## src/sv/grid_rectangle_first_fit_top_defines.svh

```systemverilog
// ----------------------------------------------------------------------------
// Grid rectangle first-fit: assertion macros
// Shared check macros, sampled on clk and disabled while arst_n is low.
// ----------------------------------------------------------------------------
`ifndef GRID_RECTANGLE_FIRST_FIT_TOP_DEFINES_SVH
`define GRID_RECTANGLE_FIRST_FIT_TOP_DEFINES_SVH

// same-cycle implication
`define GRFF_CHK_IMPL(lbl, ante, cons, msg) \
	lbl: assert property (@(posedge clk) disable iff (!arst_n) (ante) |-> (cons)) \
		else $error(msg);

// next-cycle implication
`define GRFF_CHK_NEXT(lbl, ante, cons, msg) \
	lbl: assert property (@(posedge clk) disable iff (!arst_n) (ante) |=> (cons)) \
		else $error(msg);

`endif

```

## src/sv/grff_pkg.sv

```systemverilog
// ----------------------------------------------------------------------------
// grff_pkg
// Types, codes and defaults shared by the grid first-fit allocator.
// ----------------------------------------------------------------------------
package grff_pkg;

	localparam int MAX_ROWS_DEF      = 64;
	localparam int MAX_COLS_DEF      = 16;
	localparam int MAX_ITEM_SIZE_DEF = 8;

	localparam int CFG_IDX_W  = 1;
	localparam int CFG_DATA_W = 7;

	localparam logic [CFG_IDX_W-1:0] REG_ROWS = 1'd0;
	localparam logic [CFG_IDX_W-1:0] REG_COLS = 1'd1;

	localparam logic [1:0] OP_PLACE  = 2'd0;
	localparam logic [1:0] OP_PROBE  = 2'd1;
	localparam logic [1:0] OP_REMOVE = 2'd2;
	localparam logic [1:0] OP_CLEAR  = 2'd3;

	localparam logic [2:0] HINT_TRIES = 3'd5;

	typedef logic [7:0]        row_t;
	typedef logic [5:0]        col_t;
	typedef logic signed [9:0] pos_t;

	typedef struct packed {
		logic hit;
		logic any;
		col_t first;
	} fit_res_t;

	// hint neighbor order: self, right, down, up, left
	function automatic pos_t hint_dr(input logic [2:0] k);
		pos_t d;
		unique case (k)
			3'd2:    d = 10'sd1;
			3'd3:    d = -10'sd1;
			default: d = 10'sd0;
		endcase
		return d;
	endfunction

	function automatic pos_t hint_dc(input logic [2:0] k);
		pos_t d;
		unique case (k)
			3'd1:    d = 10'sd1;
			3'd4:    d = -10'sd1;
			default: d = 10'sd0;
		endcase
		return d;
	endfunction

endpackage

```

## src/sv/grff_if.sv

```systemverilog
// ----------------------------------------------------------------------------
// grff_if
// Request and response channels of the grid first-fit allocator.
// ----------------------------------------------------------------------------
interface grff_req_if;
	logic              valid;
	logic              ready;
	logic [1:0]        op;
	logic [3:0]        item_height;
	logic [3:0]        item_width;
	logic              use_hint;
	logic signed [7:0] hint_row;
	logic signed [7:0] hint_col;
	logic [5:0]        pos_row;
	logic [3:0]        pos_col;

	modport source (output valid, output op, output item_height, output item_width,
		output use_hint, output hint_row, output hint_col, output pos_row,
		output pos_col, input ready);
	modport sink (input valid, input op, input item_height, input item_width,
		input use_hint, input hint_row, input hint_col, input pos_row,
		input pos_col, output ready);
endinterface

interface grff_rsp_if;
	logic       valid;
	logic       ready;
	logic       found;
	logic [5:0] placed_row;
	logic [3:0] placed_col;
	logic [5:0] lowest_filled_row;

	modport source (output valid, output found, output placed_row, output placed_col,
		output lowest_filled_row, input ready);
	modport sink (input valid, input found, input placed_row, input placed_col,
		input lowest_filled_row, output ready);
endinterface

```

## src/sv/grff_ram.sv

```systemverilog
// ----------------------------------------------------------------------------
// grff_ram
// Generic simple dual-port RAM, one write and one registered read port.
// ----------------------------------------------------------------------------
module grff_ram #(
	parameter int WIDTH = 16,
	parameter int DEPTH = 64,
	parameter int AW    = (DEPTH > 1) ? $clog2(DEPTH) : 1
) (
	input  logic             clk,
	input  logic             we,
	input  logic [AW-1:0]    waddr,
	input  logic [WIDTH-1:0] wdata,
	input  logic             re,
	input  logic [AW-1:0]    raddr,
	output logic [WIDTH-1:0] rdata
);

	logic [WIDTH-1:0] mem [DEPTH];

	always_ff @(posedge clk) begin
		if (we) begin
			mem[waddr] <= wdata;
		end
		if (re) begin
			rdata <= mem[raddr];
		end
	end

endmodule

```

## src/sv/grff_fit.sv

```systemverilog
// ----------------------------------------------------------------------------
// grff_fit
// Column window check on the OR of a band of rows: fit at a given column
// and first column in the band at which the window fits.
// ----------------------------------------------------------------------------
module grff_fit #(
	parameter int MAX_COLS = grff_pkg::MAX_COLS_DEF
) (
	input  logic [MAX_COLS-1:0] occ,
	input  logic [3:0]          width,
	input  logic [4:0]          ncols,
	input  grff_pkg::col_t      cand,
	output grff_pkg::fit_res_t  res
);

	import grff_pkg::*;

	localparam int CIW = (MAX_COLS > 1) ? $clog2(MAX_COLS) : 1;

	logic [MAX_COLS-1:0] wmask;
	logic [MAX_COLS-1:0] free;

	always_comb begin
		for (int b = 0; b < MAX_COLS; b++) begin
			wmask[b] = (b < int'(width));
		end
		for (int j = 0; j < MAX_COLS; j++) begin
			free[j] = (((occ >> j) & wmask) == '0) && (j + int'(width) <= int'(ncols));
		end
		res.any   = |free;
		res.first = '0;
		for (int j = MAX_COLS - 1; j >= 0; j--) begin
			if (free[j]) begin
				res.first = col_t'(j);
			end
		end
		res.hit = (int'(cand) < MAX_COLS) ? free[cand[CIW-1:0]] : 1'b0;
	end

endmodule

```

## src/sv/grid_rectangle_first_fit_top.sv

```systemverilog
// ----------------------------------------------------------------------------
// grid_rectangle_first_fit_top
// Per word: accept, prepare, search (hint candidates, then band-by-band scan),
//   write-back of the rows of a placed or removed item, search for the lowest
//   filled row starting from the last grid row, then load of the response register.
// Flow: ready only while idle; a new word is taken only after the last one
//   has been loaded into the response register, and that load waits while
//   an earlier response is still held there unaccepted.
// Reset: grid empty via per-row valid flags (no clearing pass), 8 x 8 grid.
// ----------------------------------------------------------------------------
`include "grid_rectangle_first_fit_top_defines.svh"

module grid_rectangle_first_fit_top #(
	parameter int MAX_ROWS      = grff_pkg::MAX_ROWS_DEF,
	parameter int MAX_COLS      = grff_pkg::MAX_COLS_DEF,
	parameter int MAX_ITEM_SIZE = grff_pkg::MAX_ITEM_SIZE_DEF
) (
	input  logic                              clk,
	input  logic                              arst_n,
	grff_req_if.sink                          req,
	grff_rsp_if.source                        rsp,
	input  logic                              cfg_we,
	input  logic [grff_pkg::CFG_IDX_W-1:0]    cfg_idx,
	input  logic [grff_pkg::CFG_DATA_W-1:0]   cfg_data
);

	import grff_pkg::*;

	localparam int AW = (MAX_ROWS > 1) ? $clog2(MAX_ROWS) : 1;
	localparam logic [6:0] NR_CAP  = (MAX_ROWS > 127) ? 7'd127 : 7'(MAX_ROWS);
	localparam logic [4:0] NC_CAP  = (MAX_COLS > 31) ? 5'd31 : 5'(MAX_COLS);
	localparam logic [3:0] ISZ_CAP = (MAX_ITEM_SIZE > 15) ? 4'd15 : 4'(MAX_ITEM_SIZE);

	localparam logic [3:0] S_IDLE  = 4'd0;
	localparam logic [3:0] S_PREP  = 4'd1;
	localparam logic [3:0] S_HCAND = 4'd2;
	localparam logic [3:0] S_SCAN  = 4'd3;
	localparam logic [3:0] S_ACC   = 4'd4;
	localparam logic [3:0] S_EVAL  = 4'd5;
	localparam logic [3:0] S_WR    = 4'd6;
	localparam logic [3:0] S_LOWI  = 4'd7;
	localparam logic [3:0] S_LOW   = 4'd8;
	localparam logic [3:0] S_FIN   = 4'd9;

	logic [3:0]          state_q;
	logic [6:0]          rows_q;
	logic [4:0]          cols_q;

	logic [1:0]          op_q;
	logic [3:0]          h_q, w_q;
	logic                hint_q;
	logic signed [7:0]   hrow_q, hcol_q;
	logic [5:0]          prow_q;
	logic [3:0]          pcol_q;

	pos_t                pr_q, pc_q;
	logic [2:0]          k_q;
	row_t                base_q;
	col_t                cand_q, wcol_q, fc_q;
	logic [3:0]          cnt_q, n_q;
	logic [MAX_COLS-1:0] or_q;
	logic                scan_q, found_q, lmore_q;
	row_t                fr_q, lrow_q, low_q;

	logic                rd_vld_q, rd_valid_q;
	row_t                rd_row_q;
	logic [MAX_ROWS-1:0] row_valid_q;

	logic                out_vld_q, out_found_q;
	logic [5:0]          out_row_q, out_low_q;
	logic [3:0]          out_col_q;

	logic [6:0]          nr;
	logic [4:0]          nc;
	logic                size_ok;
	logic [MAX_COLS-1:0] ram_q, rdata, colmask, wrmask, ram_wd;
	pos_t                pr_c, pc_c, cr, cc, nr_s, nc_s, h_s, w_s;
	logic                cand_ok, scan_fits, lhit, rd_issue, ram_we, out_load, fit_end_ok;
	row_t                rd_row;
	logic [AW-1:0]       ram_ra, ram_wa;
	logic [6:0]          avail;
	logic [3:0]          rm_n;
	fit_res_t            fit;

	assign nr      = (rows_q > NR_CAP) ? NR_CAP : rows_q;
	assign nc      = (cols_q > NC_CAP) ? NC_CAP : cols_q;
	assign size_ok = (h_q != 4'd0) && (w_q != 4'd0) && (h_q <= ISZ_CAP) && (w_q <= ISZ_CAP);
	assign rdata   = rd_valid_q ? ram_q : '0;

	assign nr_s = $signed({3'b000, nr});
	assign nc_s = $signed({5'b00000, nc});
	assign h_s  = $signed({6'b000000, h_q});
	assign w_s  = $signed({6'b000000, w_q});

	// hint clamp
	always_comb begin
		pr_c = (pos_t'(hrow_q) < 10'sd0) ? 10'sd0 : pos_t'(hrow_q);
		if (pr_c >= nr_s) begin
			pr_c = nr_s - 10'sd1 - $signed({7'b0000000, h_q[3:1]});
		end
		pc_c = (pos_t'(hcol_q) < 10'sd0) ? 10'sd0 : pos_t'(hcol_q);
		if (pc_c >= nc_s) begin
			pc_c = nc_s - 10'sd1 - $signed({7'b0000000, w_q[3:1]});
		end
	end

	assign cr      = pr_q + hint_dr(k_q);
	assign cc      = pc_q + hint_dc(k_q);
	assign cand_ok = (cr >= 10'sd0) && (cc >= 10'sd0) && (cr + h_s <= nr_s) && (cc + w_s <= nc_s);
	assign scan_fits = ({1'b0, base_q} + {5'b00000, h_q}) <= {2'b00, nr};

	always_comb begin
		avail = nr - {1'b0, prow_q};
		if ({1'b0, prow_q} >= nr) begin
			rm_n = 4'd0;
		end else if (avail < {3'b000, h_q}) begin
			rm_n = avail[3:0];
		end else begin
			rm_n = h_q;
		end
	end

	always_comb begin
		for (int b = 0; b < MAX_COLS; b++) begin
			colmask[b] = (b < int'(nc));
			wrmask[b]  = (b >= int'(wcol_q)) && (b < int'(wcol_q) + int'(w_q)) && (b < int'(nc));
		end
	end

	assign lhit = rd_vld_q && ((rdata & colmask) != '0);

	// read port control
	always_comb begin
		rd_issue = 1'b0;
		rd_row   = base_q + row_t'(cnt_q);
		unique case (state_q)
			S_ACC:   rd_issue = 1'b1;
			S_WR:    rd_issue = (cnt_q < n_q);
			S_LOW: begin
				rd_issue = lmore_q;
				rd_row   = lrow_q;
			end
			default: rd_issue = 1'b0;
		endcase
	end

	assign ram_we = (state_q == S_WR) && rd_vld_q;
	assign ram_wd = (op_q == OP_REMOVE) ? (rdata & ~wrmask) : (rdata | wrmask);
	assign ram_ra = AW'(rd_row);
	assign ram_wa = AW'(rd_row_q);

	grff_ram #(
		.WIDTH (MAX_COLS),
		.DEPTH (MAX_ROWS)
	) u_ram (
		.clk   (clk),
		.we    (ram_we),
		.waddr (ram_wa),
		.wdata (ram_wd),
		.re    (rd_issue),
		.raddr (ram_ra),
		.rdata (ram_q)
	);

	grff_fit #(
		.MAX_COLS (MAX_COLS)
	) u_fit (
		.occ   (or_q | rdata),
		.width (w_q),
		.ncols (nc),
		.cand  (cand_q),
		.res   (fit)
	);

	assign req.ready = (state_q == S_IDLE);

	// config registers
	always_ff @(posedge clk or negedge arst_n) begin
		if (!arst_n) begin
			rows_q <= 7'd8;
			cols_q <= 5'd8;
		end else if (cfg_we) begin
			unique case (cfg_idx)
				REG_ROWS: rows_q <= cfg_data;
				REG_COLS: cols_q <= cfg_data[4:0];
			endcase
		end
	end

	// request word capture
	always_ff @(posedge clk) begin
		if (req.valid && req.ready) begin
			op_q   <= req.op;
			h_q    <= req.item_height;
			w_q    <= req.item_width;
			hint_q <= req.use_hint;
			hrow_q <= req.hint_row;
			hcol_q <= req.hint_col;
			prow_q <= req.pos_row;
			pcol_q <= req.pos_col;
		end
	end

	// row valid flags
	always_ff @(posedge clk or negedge arst_n) begin
		if (!arst_n) begin
			row_valid_q <= '0;
		end else if (state_q == S_PREP && op_q == OP_CLEAR) begin
			row_valid_q <= '0;
		end else if (ram_we) begin
			row_valid_q[ram_wa] <= 1'b1;
		end
	end

	always_ff @(posedge clk or negedge arst_n) begin
		if (!arst_n) begin
			rd_vld_q <= 1'b0;
		end else begin
			rd_vld_q <= rd_issue;
		end
	end

	always_ff @(posedge clk) begin
		if (rd_issue) begin
			rd_row_q   <= rd_row;
			rd_valid_q <= row_valid_q[ram_ra];
		end
	end

	// sequencer
	always_ff @(posedge clk or negedge arst_n) begin
		if (!arst_n) begin
			state_q <= S_IDLE;
			k_q     <= '0;
			cnt_q   <= '0;
			n_q     <= '0;
			scan_q  <= 1'b0;
			found_q <= 1'b0;
			lmore_q <= 1'b0;
			pr_q    <= '0;
			pc_q    <= '0;
			base_q  <= '0;
			cand_q  <= '0;
			wcol_q  <= '0;
			fr_q    <= '0;
			fc_q    <= '0;
			or_q    <= '0;
			lrow_q  <= '0;
			low_q   <= '0;
		end else begin
			unique case (state_q)
				S_IDLE: begin
					if (req.valid) begin
						state_q <= S_PREP;
					end
				end
				S_PREP: begin
					found_q <= 1'b0;
					fr_q    <= '0;
					fc_q    <= '0;
					k_q     <= '0;
					cnt_q   <= '0;
					scan_q  <= 1'b0;
					base_q  <= '0;
					pr_q    <= pr_c;
					pc_q    <= pc_c;
					unique case (op_q)
						OP_PLACE, OP_PROBE: begin
							if (!size_ok) begin
								state_q <= S_LOWI;
							end else if (hint_q) begin
								state_q <= S_HCAND;
							end else begin
								scan_q  <= 1'b1;
								state_q <= S_SCAN;
							end
						end
						OP_REMOVE: begin
							if (size_ok) begin
								base_q  <= {2'b00, prow_q};
								wcol_q  <= {2'b00, pcol_q};
								n_q     <= rm_n;
								state_q <= S_WR;
							end else begin
								state_q <= S_LOWI;
							end
						end
						OP_CLEAR: state_q <= S_LOWI;
					endcase
				end
				S_HCAND: begin
					if (k_q == HINT_TRIES) begin
						scan_q  <= 1'b1;
						base_q  <= '0;
						state_q <= S_SCAN;
					end else if (cand_ok) begin
						base_q  <= cr[7:0];
						cand_q  <= cc[5:0];
						cnt_q   <= '0;
						or_q    <= '0;
						state_q <= S_ACC;
					end else begin
						k_q <= k_q + 3'd1;
					end
				end
				S_SCAN: begin
					if (scan_fits) begin
						cnt_q   <= '0;
						or_q    <= '0;
						state_q <= S_ACC;
					end else begin
						state_q <= S_LOWI;
					end
				end
				S_ACC: begin
					if (rd_vld_q) begin
						or_q <= or_q | rdata;
					end
					cnt_q <= cnt_q + 4'd1;
					if (cnt_q == h_q - 4'd1) begin
						state_q <= S_EVAL;
					end
				end
				S_EVAL: begin
					if (scan_q ? fit.any : fit.hit) begin
						found_q <= 1'b1;
						fr_q    <= base_q;
						fc_q    <= scan_q ? fit.first : cand_q;
						if (op_q == OP_PLACE) begin
							wcol_q  <= scan_q ? fit.first : cand_q;
							n_q     <= h_q;
							cnt_q   <= '0;
							state_q <= S_WR;
						end else begin
							state_q <= S_LOWI;
						end
					end else if (scan_q) begin
						base_q  <= base_q + 8'd1;
						state_q <= S_SCAN;
					end else begin
						k_q     <= k_q + 3'd1;
						state_q <= S_HCAND;
					end
				end
				S_WR: begin
					if (cnt_q < n_q) begin
						cnt_q <= cnt_q + 4'd1;
					end else if (!rd_vld_q) begin
						state_q <= S_LOWI;
					end
				end
				S_LOWI: begin
					lrow_q  <= row_t'(nr) - 8'd1;
					lmore_q <= (nr != 7'd0);
					low_q   <= '0;
					state_q <= S_LOW;
				end
				S_LOW: begin
					if (lhit) begin
						low_q   <= rd_row_q;
						state_q <= S_FIN;
					end else if (lmore_q) begin
						lrow_q  <= lrow_q - 8'd1;
						lmore_q <= (lrow_q != 8'd0);
					end else if (!rd_vld_q) begin
						state_q <= S_FIN;
					end
				end
				S_FIN: begin
					if (!out_vld_q || rsp.ready) begin
						state_q <= S_IDLE;
					end
				end
				default: state_q <= S_IDLE;
			endcase
		end
	end

	// response register
	assign out_load = (state_q == S_FIN) && (!out_vld_q || rsp.ready);

	always_ff @(posedge clk or negedge arst_n) begin
		if (!arst_n) begin
			out_vld_q <= 1'b0;
		end else if (out_load) begin
			out_vld_q <= 1'b1;
		end else if (rsp.ready) begin
			out_vld_q <= 1'b0;
		end
	end

	always_ff @(posedge clk) begin
		if (out_load) begin
			out_found_q <= found_q;
			out_row_q   <= fr_q[5:0];
			out_col_q   <= fc_q[3:0];
			out_low_q   <= low_q[5:0];
		end
	end

	assign rsp.valid             = out_vld_q;
	assign rsp.found             = out_found_q;
	assign rsp.placed_row        = out_row_q;
	assign rsp.placed_col        = out_col_q;
	assign rsp.lowest_filled_row = out_low_q;

	assign fit_end_ok = (({1'b0, fr_q} + {5'b00000, h_q}) <= {2'b00, nr})
		&& (({1'b0, fc_q} + {3'b000, w_q}) <= {2'b00, nc});

	`GRFF_CHK_IMPL(a_eval_has_data, state_q == S_EVAL, rd_vld_q, "band evaluated without row data")
	`GRFF_CHK_IMPL(a_rmw_no_clash, ram_we && rd_issue, ram_wa != ram_ra, "RMW write hits read row")
	`GRFF_CHK_IMPL(a_found_in_grid, out_load && found_q, fit_end_ok, "found rectangle leaves grid")
	`GRFF_CHK_NEXT(a_accept_prep, req.valid && req.ready, state_q == S_PREP, "accept did not start")

endmodule
```

## src/flat_wrapper.sv

```systemverilog
// flat-port wrapper written by rule: the top's interface ports become plain ports
module grid_rectangle_first_fit_top_flat import grff_pkg::*;
#(
	parameter int MAX_ROWS      = grff_pkg::MAX_ROWS_DEF,
	parameter int MAX_COLS      = grff_pkg::MAX_COLS_DEF,
	parameter int MAX_ITEM_SIZE = grff_pkg::MAX_ITEM_SIZE_DEF
)
  (clk, arst_n, cfg_we, cfg_idx, cfg_data, req_valid, req_op, req_item_height, req_item_width, req_use_hint, req_hint_row, req_hint_col, req_pos_row, req_pos_col, req_ready, rsp_valid, rsp_found, rsp_placed_row, rsp_placed_col, rsp_lowest_filled_row, rsp_ready);
  grff_req_if req_i ();
  grff_rsp_if rsp_i ();
  input  logic clk;
  input  logic arst_n;
  input  logic cfg_we;
  input  logic [grff_pkg::CFG_IDX_W-1:0] cfg_idx;
  input  logic [grff_pkg::CFG_DATA_W-1:0] cfg_data;
  input wire logic [$bits(req_i.valid)-1:0] req_valid;
  input wire logic [$bits(req_i.op)-1:0] req_op;
  input wire logic [$bits(req_i.item_height)-1:0] req_item_height;
  input wire logic [$bits(req_i.item_width)-1:0] req_item_width;
  input wire logic [$bits(req_i.use_hint)-1:0] req_use_hint;
  input wire logic [$bits(req_i.hint_row)-1:0] req_hint_row;
  input wire logic [$bits(req_i.hint_col)-1:0] req_hint_col;
  input wire logic [$bits(req_i.pos_row)-1:0] req_pos_row;
  input wire logic [$bits(req_i.pos_col)-1:0] req_pos_col;
  output wire logic [$bits(req_i.ready)-1:0] req_ready;
  output wire logic [$bits(rsp_i.valid)-1:0] rsp_valid;
  output wire logic [$bits(rsp_i.found)-1:0] rsp_found;
  output wire logic [$bits(rsp_i.placed_row)-1:0] rsp_placed_row;
  output wire logic [$bits(rsp_i.placed_col)-1:0] rsp_placed_col;
  output wire logic [$bits(rsp_i.lowest_filled_row)-1:0] rsp_lowest_filled_row;
  input wire logic [$bits(rsp_i.ready)-1:0] rsp_ready;
  assign req_i.valid = req_valid;
  assign req_i.op = req_op;
  assign req_i.item_height = req_item_height;
  assign req_i.item_width = req_item_width;
  assign req_i.use_hint = req_use_hint;
  assign req_i.hint_row = req_hint_row;
  assign req_i.hint_col = req_hint_col;
  assign req_i.pos_row = req_pos_row;
  assign req_i.pos_col = req_pos_col;
  assign req_ready = req_i.ready;
  assign rsp_valid = rsp_i.valid;
  assign rsp_found = rsp_i.found;
  assign rsp_placed_row = rsp_i.placed_row;
  assign rsp_placed_col = rsp_i.placed_col;
  assign rsp_lowest_filled_row = rsp_i.lowest_filled_row;
  assign rsp_i.ready = rsp_ready;
  grid_rectangle_first_fit_top #(.MAX_ROWS(MAX_ROWS), .MAX_COLS(MAX_COLS), .MAX_ITEM_SIZE(MAX_ITEM_SIZE)) u_core (.clk(clk), .arst_n(arst_n), .req(req_i), .rsp(rsp_i), .cfg_we(cfg_we), .cfg_idx(cfg_idx), .cfg_data(cfg_data));
endmodule
```

## config.mk

```make
export PLATFORM = sky130hd
export DESIGN_NAME = grid_rectangle_first_fit_top_flat
export DESIGN_NICKNAME = d
export VERILOG_FILES = /design/src/sv/grff_pkg.sv /design/src/sv/grff_if.sv /design/src/sv/grff_ram.sv /design/src/sv/grff_fit.sv /design/src/sv/grid_rectangle_first_fit_top.sv /design/src/flat_wrapper.sv
export VERILOG_INCLUDE_DIRS = /design/src /design/src/sv
export SDC_FILE = /design/constraint.sdc
export NUM_CORES = 2
export LEC_CHECK = 0
export ABC_AREA = 1
export BUFFER_PORTS_ARGS = -buffer_cell sky130_fd_sc_hd__buf_2
export CAP_MARGIN = 20
export CORE_AREA = 2 2 362 292
export CTS_CLUSTER_SIZE = 16
export DETAILED_ROUTE_END_ITERATION = 6
export DIE_AREA = 0 0 364 294
export PLACE_DENSITY = 0.75
export SYNTH_ARGS = -nofsm -noshare
export SYNTH_HDL_FRONTEND = slang
export SYNTH_HIERARCHICAL = 1
export SYNTH_SLANG_ARGS = --single-unit
```

## constraint.sdc

```tcl
create_clock -name clk -period 7.2 [get_ports clk]
set_input_delay 0 -clock clk [delete_from_list [all_inputs] [get_ports clk]]
set_output_delay 0 -clock clk [all_outputs]
set_load 0.1 [all_outputs]
```

# After elaboration in Yosys (flattened, before gate mapping)

Memory sizes are Yosys's and may differ from the RTL's. A register that Yosys moved wholly into a read port is not among the register bits.
Cells that the tools add are included.

$add $sub $neg: 33
$lt $le $gt $ge: 100
Equal/unequal tests: 43
Muxes and demuxes: 117
Bitwise operators: 24
Reduce and logical (&&, ||, !) cells: 109

Operators with widths:

| kind                                               | number |
|---|---|
| zero test 16 bit                                   | 16 |
| < comparator 5 x 32 -> 1 bit, first input constant | 8 |
| two-way mux 4 bit                                  | 41 |
| < comparator 4 x 32 -> 1 bit, first input constant | 4 |
| two-way mux 64 bit                                 | 2 |
| two-way mux 16 bit                                 | 6 |
| less-or-equal comparator 5 bit                     | 15 |
| < comparator 3 x 32 -> 1 bit, first input constant | 2 |
| bitwise OR 64 bit                                  | 1 |
| logical AND 1 bit                                  | 60 |
| two-way mux 8 bit                                  | 7 |
| two-way mux 6 bit                                  | 9 |
| >= comparator 4 x 6 -> 1 bit, first input constant | 8 |
| one-hot mux 16 bit (3 select lines)                | 1 |
| adder 4 x 4 -> 5 bit, first input constant         | 8 |
| < comparator 4 x 5 -> 1 bit, first input constant  | 8 |
| two-way mux 10 bit                                 | 4 |
| one-hot mux 10 bit (2 select lines)                | 2 |
| one-hot mux 4 bit (10 select lines)                | 1 |
| one-hot mux 6 bit (2 select lines)                 | 3 |
| bitwise AND 16 bit                                 | 2 |
| < comparator 1 x 32 -> 1 bit, first input constant | 1 |
| < comparator 2 x 32 -> 1 bit, first input constant | 1 |
| bitwise OR 16 bit                                  | 2 |
| 112 further kinds                                  | 214 |

Bits in registers: 237
Memory bits (writable): 1024
Bits of input ports: 50
Output and inout port bits: 19
Memories kept: 1

Memories:

| name             | depth | width | read ports | clocked after memory_dff | write ports | line           | source |
|---|---|---|---|---|---|---|---|
| u_core.u_ram.mem | 64    | 16    | 1          | 1                        | 1           | grff_ram.sv:19 | `logic [WIDTH-1:0] mem [DEPTH];` |

# Depth between registers and ports, before layout

Word-level depth: 25
Mapped depth: 33
Gate-level depth less buffers: 32

# Modules after synthesis

Netlist, hierarchy kept.

Modules (own cells, without submodules):

| module                       | instances | cells each | area each (um^2) |
|---|---|---|---|
| grff_ram                     | 1         | 3534       | 42300.6 |
| grid_rectangle_first_fit_top | 1         | 2010       | 15382.3 |
| grff_fit                     | 1         | 471        | 2834.0 |

# Worst setup path before layout

OpenSTA, ideal clock, no wires.

Kind: reg2reg
Start point: register u_core.w_q[0]
End point: memory u_core.u_ram.mem[0][2], data pin
Library setup time: 0.702 ns
Data arrival time: 4.593 ns
Data required time: 6.498 ns
Slack: 1.905 ns
Cell stages (with the launch flop): 14
Path buffers: 0
Clock period less this slack: 5.295 ns
Path through: edfxtp_1 > ha_1 > fa_1 > nand2_1 > inv_1 > o21ai_0 > a211oi_1 > nand2_1 > nor2_1 > inv_1 > nor2_1 > nand2_1 > nand4_1 > o21ai_0

Cells in the longest elaborated chain, start to end: 7
Elaborated cells on any way between the ends: 8
Classes of those cells: add/sub (1); order compare (1); mux (1); bitwise (3); reduce/logical (2)

RTL lines:

| element                             | line                                | source |
|---|---|---|
| from (decl)                         | grid_rectangle_first_fit_top.sv:50  | `logic [3:0] h_q, w_q;` |
| from (signal assigned)              | grid_rectangle_first_fit_top.sv:195 | `w_q <= req.item_width;` |
| adder 6 x 4 -> 7 bit (*)            | grid_rectangle_first_fit_top.sv:126 | `wrmask[b] = (b >= int'(wcol_q)) && (b < int'(wcol_q) + int'(w_q)) && (b < int'(nc));` |
| < comparator 3 x 32 -> 1 bit (*)    | grid_rectangle_first_fit_top.sv:126 |  |
| logical AND 1 bit (*) (2 in series) | grid_rectangle_first_fit_top.sv:126 |  |
| inverter 16 bit                     | grid_rectangle_first_fit_top.sv:148 | `assign ram_wd = (op_q == OP_REMOVE) ? (rdata & ~wrmask) : (rdata \| wrmask);` |
| bitwise AND 16 bit                  | grid_rectangle_first_fit_top.sv:148 |  |
| two-way mux 16 bit (*)              | grid_rectangle_first_fit_top.sv:148 |  |
| via u_core.ram_wd[2]                | grid_rectangle_first_fit_top.sv:76  | `logic [MAX_COLS-1:0] ram_q, rdata, colmask, wrmask, ram_wd;` |
| to (decl)                           | grff_ram.sv:19                      |  |

The timed path passes the listed nets; every way through them passes the cells marked *.

# Final worst setup path

Start point: register u_core.k_q[0]
End point: register u_core.cand_q[5]

Cells in the longest elaborated chain, start to end: 8
Elaborated cells on any way between the ends: 20
Classes of those cells: add/sub (4); order compare (4); eq/ne (5); mux (2); bitwise (1); reduce/logical (4)

RTL lines:

| element                                                                              | line                                                                     | source |
|---|---|---|
| from (decl)                                                                          | grid_rectangle_first_fit_top.sv:57                                       | `logic [2:0] k_q;` |
| from (signal assigned)                                                               | grid_rectangle_first_fit_top.sv:303                                      | `k_q <= k_q + 3'd1;` |
| from (signal assigned)                                                               | grid_rectangle_first_fit_top.sv:341                                      | `k_q <= k_q + 3'd1;` |
| == test 3 x 2 -> 1 bit (tied with other cells)                                       | grff_pkg.sv:37                                                           | `unique case (k)` |
| one-hot mux 10 bit (2 select lines) (on tied branches)                               | grff_pkg.sv:37, grff_pkg.sv:47                                           |  |
| adder 10 bit (on tied branches)                                                      | grid_rectangle_first_fit_top.sv:107, grid_rectangle_first_fit_top.sv:108 |  |
| adder 10 x 5 -> 10 bit / >= comparator 10 x 1 -> 1 bit (equally long branches)       | grid_rectangle_first_fit_top.sv:109                                      | `assign cand_ok = (cr >= 10'sd0) && (cc >= 10'sd0) && (cr + h_s <= nr_s) && (cc + w_s <= nc_s);` |
| less-or-equal comparator 10 x 8 -> 1 bit / logical AND 1 bit (equally long branches) | grid_rectangle_first_fit_top.sv:109                                      |  |
| logical AND 1 bit (2 in series)                                                      | grid_rectangle_first_fit_top.sv:109                                      |  |
| AND reduction 3 bit (no line)                                                        | -                                                                        |  |
| to (signal assigned)                                                                 | grid_rectangle_first_fit_top.sv:298                                      | `cand_q <= cc[5:0];` |
| to (decl)                                                                            | grid_rectangle_first_fit_top.sv:59                                       | `col_t cand_q, wcol_q, fc_q;` |

Parallel ways exist; a longest one is shown, timed or not.
A chain may end at the register's enable or synchronous reset.

==> impl_metrics.py <==
metrics = {
    "die": {
        "rows": 106,
        "start_util": 0.5842,
        "core_sq_um": 103600,
        "fp.dieW_microns": 364,
        "ios": 69,
        "die_area_sq_um": 107000,
        "die_y_microns": 294,
    },
    "setup_path": {
        "worstSetupPathType": "flip-flop to flip-flop",
        "cp_top_family": "simple AND/OR/NAND/NOR gates",
        "rrSetupSlack_ns": 1.41,
        "path_max_fanout": 17,
        "arrival_ns": 6.36,
        "path_depth": 30,
        "cp-end-kind": "flip-flop",
        "required_ns": 7.77,
        "worstReg2RegStart": "u_core/k_q[0]",
        "rr_worst_depth": 30,
        "worst-path-buf-inv": 4,
        "max_stage_delay_ns": 0.82,
        "rr_endpoint": "u_core/cand_q[5]",
        "cpMostUsedCell": "nand2_1",
        "slowest_stage": "ha_1",
        "cp-start-kind": "flip-flop",
    },
    "hold_path": {
        "worstHoldPathCells": 2,
        "worstHoldPathType": "input pin to flip-flop",
        "min_to": "u_core/w_q[2]",
        "min_from": "req_item_width[2]",
    },
    "placed_design": {
        "place_ws_ns": 1.535,
        "place.gp.congestion": 0.9601,
        "dp_hpwl_microns": 98080,
        "io_buffers": 68,
        "dpl_cell_area_sq_um": 62120,
    },
    "detailed_routing": {
        "wire_per_inst_microns": 21.53,
        "avgViaCountPerCell": 5.993,
        "ant_nets": 0,
        "post-route-drc-count": 4,
        "dr.pass1.iters": 7,
        "num_vias": 45740,
        "wl_microns": 164300,
        "drt_iter0_markers": 5989,
    },
    "run_status": {
        "violations": "design-rule violations",
        "outcome": "finished, violations left",
    },
    "pwr": {
        "p_per_area_nw_per_um2": 474.7,
        "p_sw_frac": 0.4572,
        "leakage_nw": 26.72,
        "p_int_mw": 17.23,
        "peakVddDrop_mv": 0.6600,
        "combPwrFrac": 0.489,
        "pwr-share-clk": 0.192,
        "seq_power_share": 0.319,
        "switchingPower_mw": 14.51,
    },
    "timing": {
        "setup_viol": 0,
        "fin_crit_ns": 5.790,
        "finalCritPeriodShare": 0.8041,
        "finalSetupTns_ns": 0,
        "fmax_mhz": 172.7,
        "clock_skew_ns": 0.04039,
        "worst_pin_slew_ns": 1.197,
        "hold_slack_ns": 0.03975,
        "finalHoldViolations": 0,
        "slew_viol_final": 0,
        "rsz0062_at_grt": "false",
        "finalWorstSetupSlack_ns": 1.410,
        "slew_headroom": 0.2020,
    },
    "clock_network": {
        "cts_root_buf": "clkbuf_16",
        "clock-sinks": 1274,
        "cts_buffer_depth": 3,
        "path_clk_slew_ns": 0.06,
        "postCtsSetupBuffers": 0,
        "cts_tree": "built",
        "cts_buffers": 119,
        "insertion_delay_ns": 0.73,
        "cts-htree-levels": 3,
    },
    "layout": {
        "fill_cells": 7986,
        "ff_latch_area_sq_um": 37390,
        "final_area_sq_um": 66850,
        "final_common_cell": "nand2_1",
        "multi_input_area_sq_um": 20170,
        "drive_gt1_frac": 0.07787,
        "nets": 6344,
        "final_cell_mix": "nand2_1, edfxtp_1, nand3_1, inv_1, nor2_1",
        "syn2layout_area_growth_pct": 10.47,
    },
    "logic_synthesis": {
        "synth.distinct_cells": 71,
        "synthTopCellsByArea": "edfxtp_1, nand2_1, nand3_1",
        "synthArstFlopShare": 0.1358,
        "synth_edf_count": 1101,
        "ys_warn_count": 6,
        "synthCells": 6015,
        "netlist_area_sq_um": 60520,
        "ys_dominant_reg_cell": "edfxtp_1",
        "synth_top_cell_by_area": "edfxtp_1",
        "synth_top_area_frac": 0.5463,
        "ys_seq_elements": 1274,
        "syn_area_per_cell_sq_um": 10.06,
        "yosysSeqAreaShare": 0.6179,
    },
    "flow_run": {
        "cap_viol_max_count": 0,
    },
    "grt": {
        "overflow": 0,
        "grt_use_met3": 0.06893,
        "grt_max_degree": 231,
        "grt_antenna_before_repair": 2,
        "grt_use_met2": 0.4559,
        "grt_pass1_vias": 42780,
        "grtUsageMet1": 0.4549,
        "track_usage": 0.3054,
        "grt_pass1_wl_microns": 250700,
        "grt.busiest_layer": "met2",
    },
}
[power groups by stage]
stage | combinational (mW) | sequential [mW] | clock (mW)
floorplan | 11.0 | 10.2 | 0
global placement | 14.8 | 10.2 | 0
detailed placement | 15.1 | 10.3 | 0
CTS | 15.2 | 10.1 | 6.16
global route | 17.0 | 10.2 | 6.44
finish | 15.5 | 10.1 | 6.10
[stage by stage]
| stage | util | instances | total power, mW |
|---|---|---|---|
| detailed placement | 0.5997 | 7321 | 25.32 |
| floorplan | - | 6016 | 21.18 |
| global placement | 0.5997 | 7321 | 25.03 |
| global route | 0.6454 | 7632 | 33.56 |
| finish | 0.6454 | 7633 | 31.73 |
| CTS | 0.6451 | 7631 | 31.47 |
[worst max path at each step]
stage	startpoint	to
4_1_cts	u_core/w_q[3]	u_core/cnt_q[2]
3_5_place_dp	u_core/w_q[3]	u_core/cnt_q[2]
3_3_place_gp	u_core/w_q[3]	u_core/cnt_q[3]
2_1_floorplan	u_core/w_q[0]	u_core/u_ram/mem[0][2]
5_1_grt	u_core/k_q[0]	u_core/cand_q[3]
6_report	u_core/k_q[0]	u_core/cand_q[5]
[kinds of logic after synthesis]
| family | synth area share |
|---|---|
| AOI/OAI and AO/OA | 0.04995 |
| xor gates and xnor gates | 0.006513 |
| adders and majority gates | 0.03420 |
| buffers and inverters | 0.05324 |
| DFF | 0.6179 |
| other | 0.00006197 |
| and+or+nand+nor | 0.2381 |
[per-layer routing]
metal | vias to the layer above | routed length, microns
li1 | 20970 | -
met1 | 21990 | 68010
met2 | 2495 | 72900
met3 | 288 | 19740
met4 | 2 | 3676
met5 | - | 13
[state kept, by name, summed over array words and instances, names as in the netlist, 7 cells and up]
signal,count
u_core/u_ram/mem,1024
u_core/hcol_q,8
u_core/hrow_q,8
u_core/lrow_q,8
u_core/rows_q,7
u_core/pr_q,9
u_core/pc_q,8
u_core/u_ram/rdata,16
u_core/row_valid_q,64
u_core/or_q,16
u_core/base_q,8
[Yosys cell counts, types with 12 or more instances]
cell,count
clkbuf_1,50
nand3_1,1007
buf_1,15
edfxtp_1,1101
nand4_1,45
o22ai_1,55
nor3_1,47
nand2_2,12
xnor2_1,20
dfrtp_1,171
buf_2,134
nor2_1,293
o211ai_1,29
xor2_1,25
ha_1,151
buf_6,55
o21ai_0,130
inv_1,344
nor2_2,12
nand2_1,1871
buf_4,28
o21ai_1,26
inv_2,26
a21oi_1,199
a22oi_1,14
[area by class of cell]
| class | count | share of cell area |
|---|---|---|
| inverters | 377 | 0.02184 |
| multi-input cells | 4080 | 0.3018 |
| well taps | 1404 | 0.02628 |
| diodes | 1 | 0.00003743 |
| flip-flops and latches | 1274 | 0.5593 |
| repair buffers | 282 | 0.03483 |
| clock inverters | 63 | 0.008422 |
| clock buffers | 152 | 0.04750 |
[repair_timing]
action,4_1_cts,5_1_grt
hold buffers,95,0
resized for setup,0,0
setup endpoints to repair,0,0
hold endpoints to repair,159,0
(Power assumes the default switching activity.)
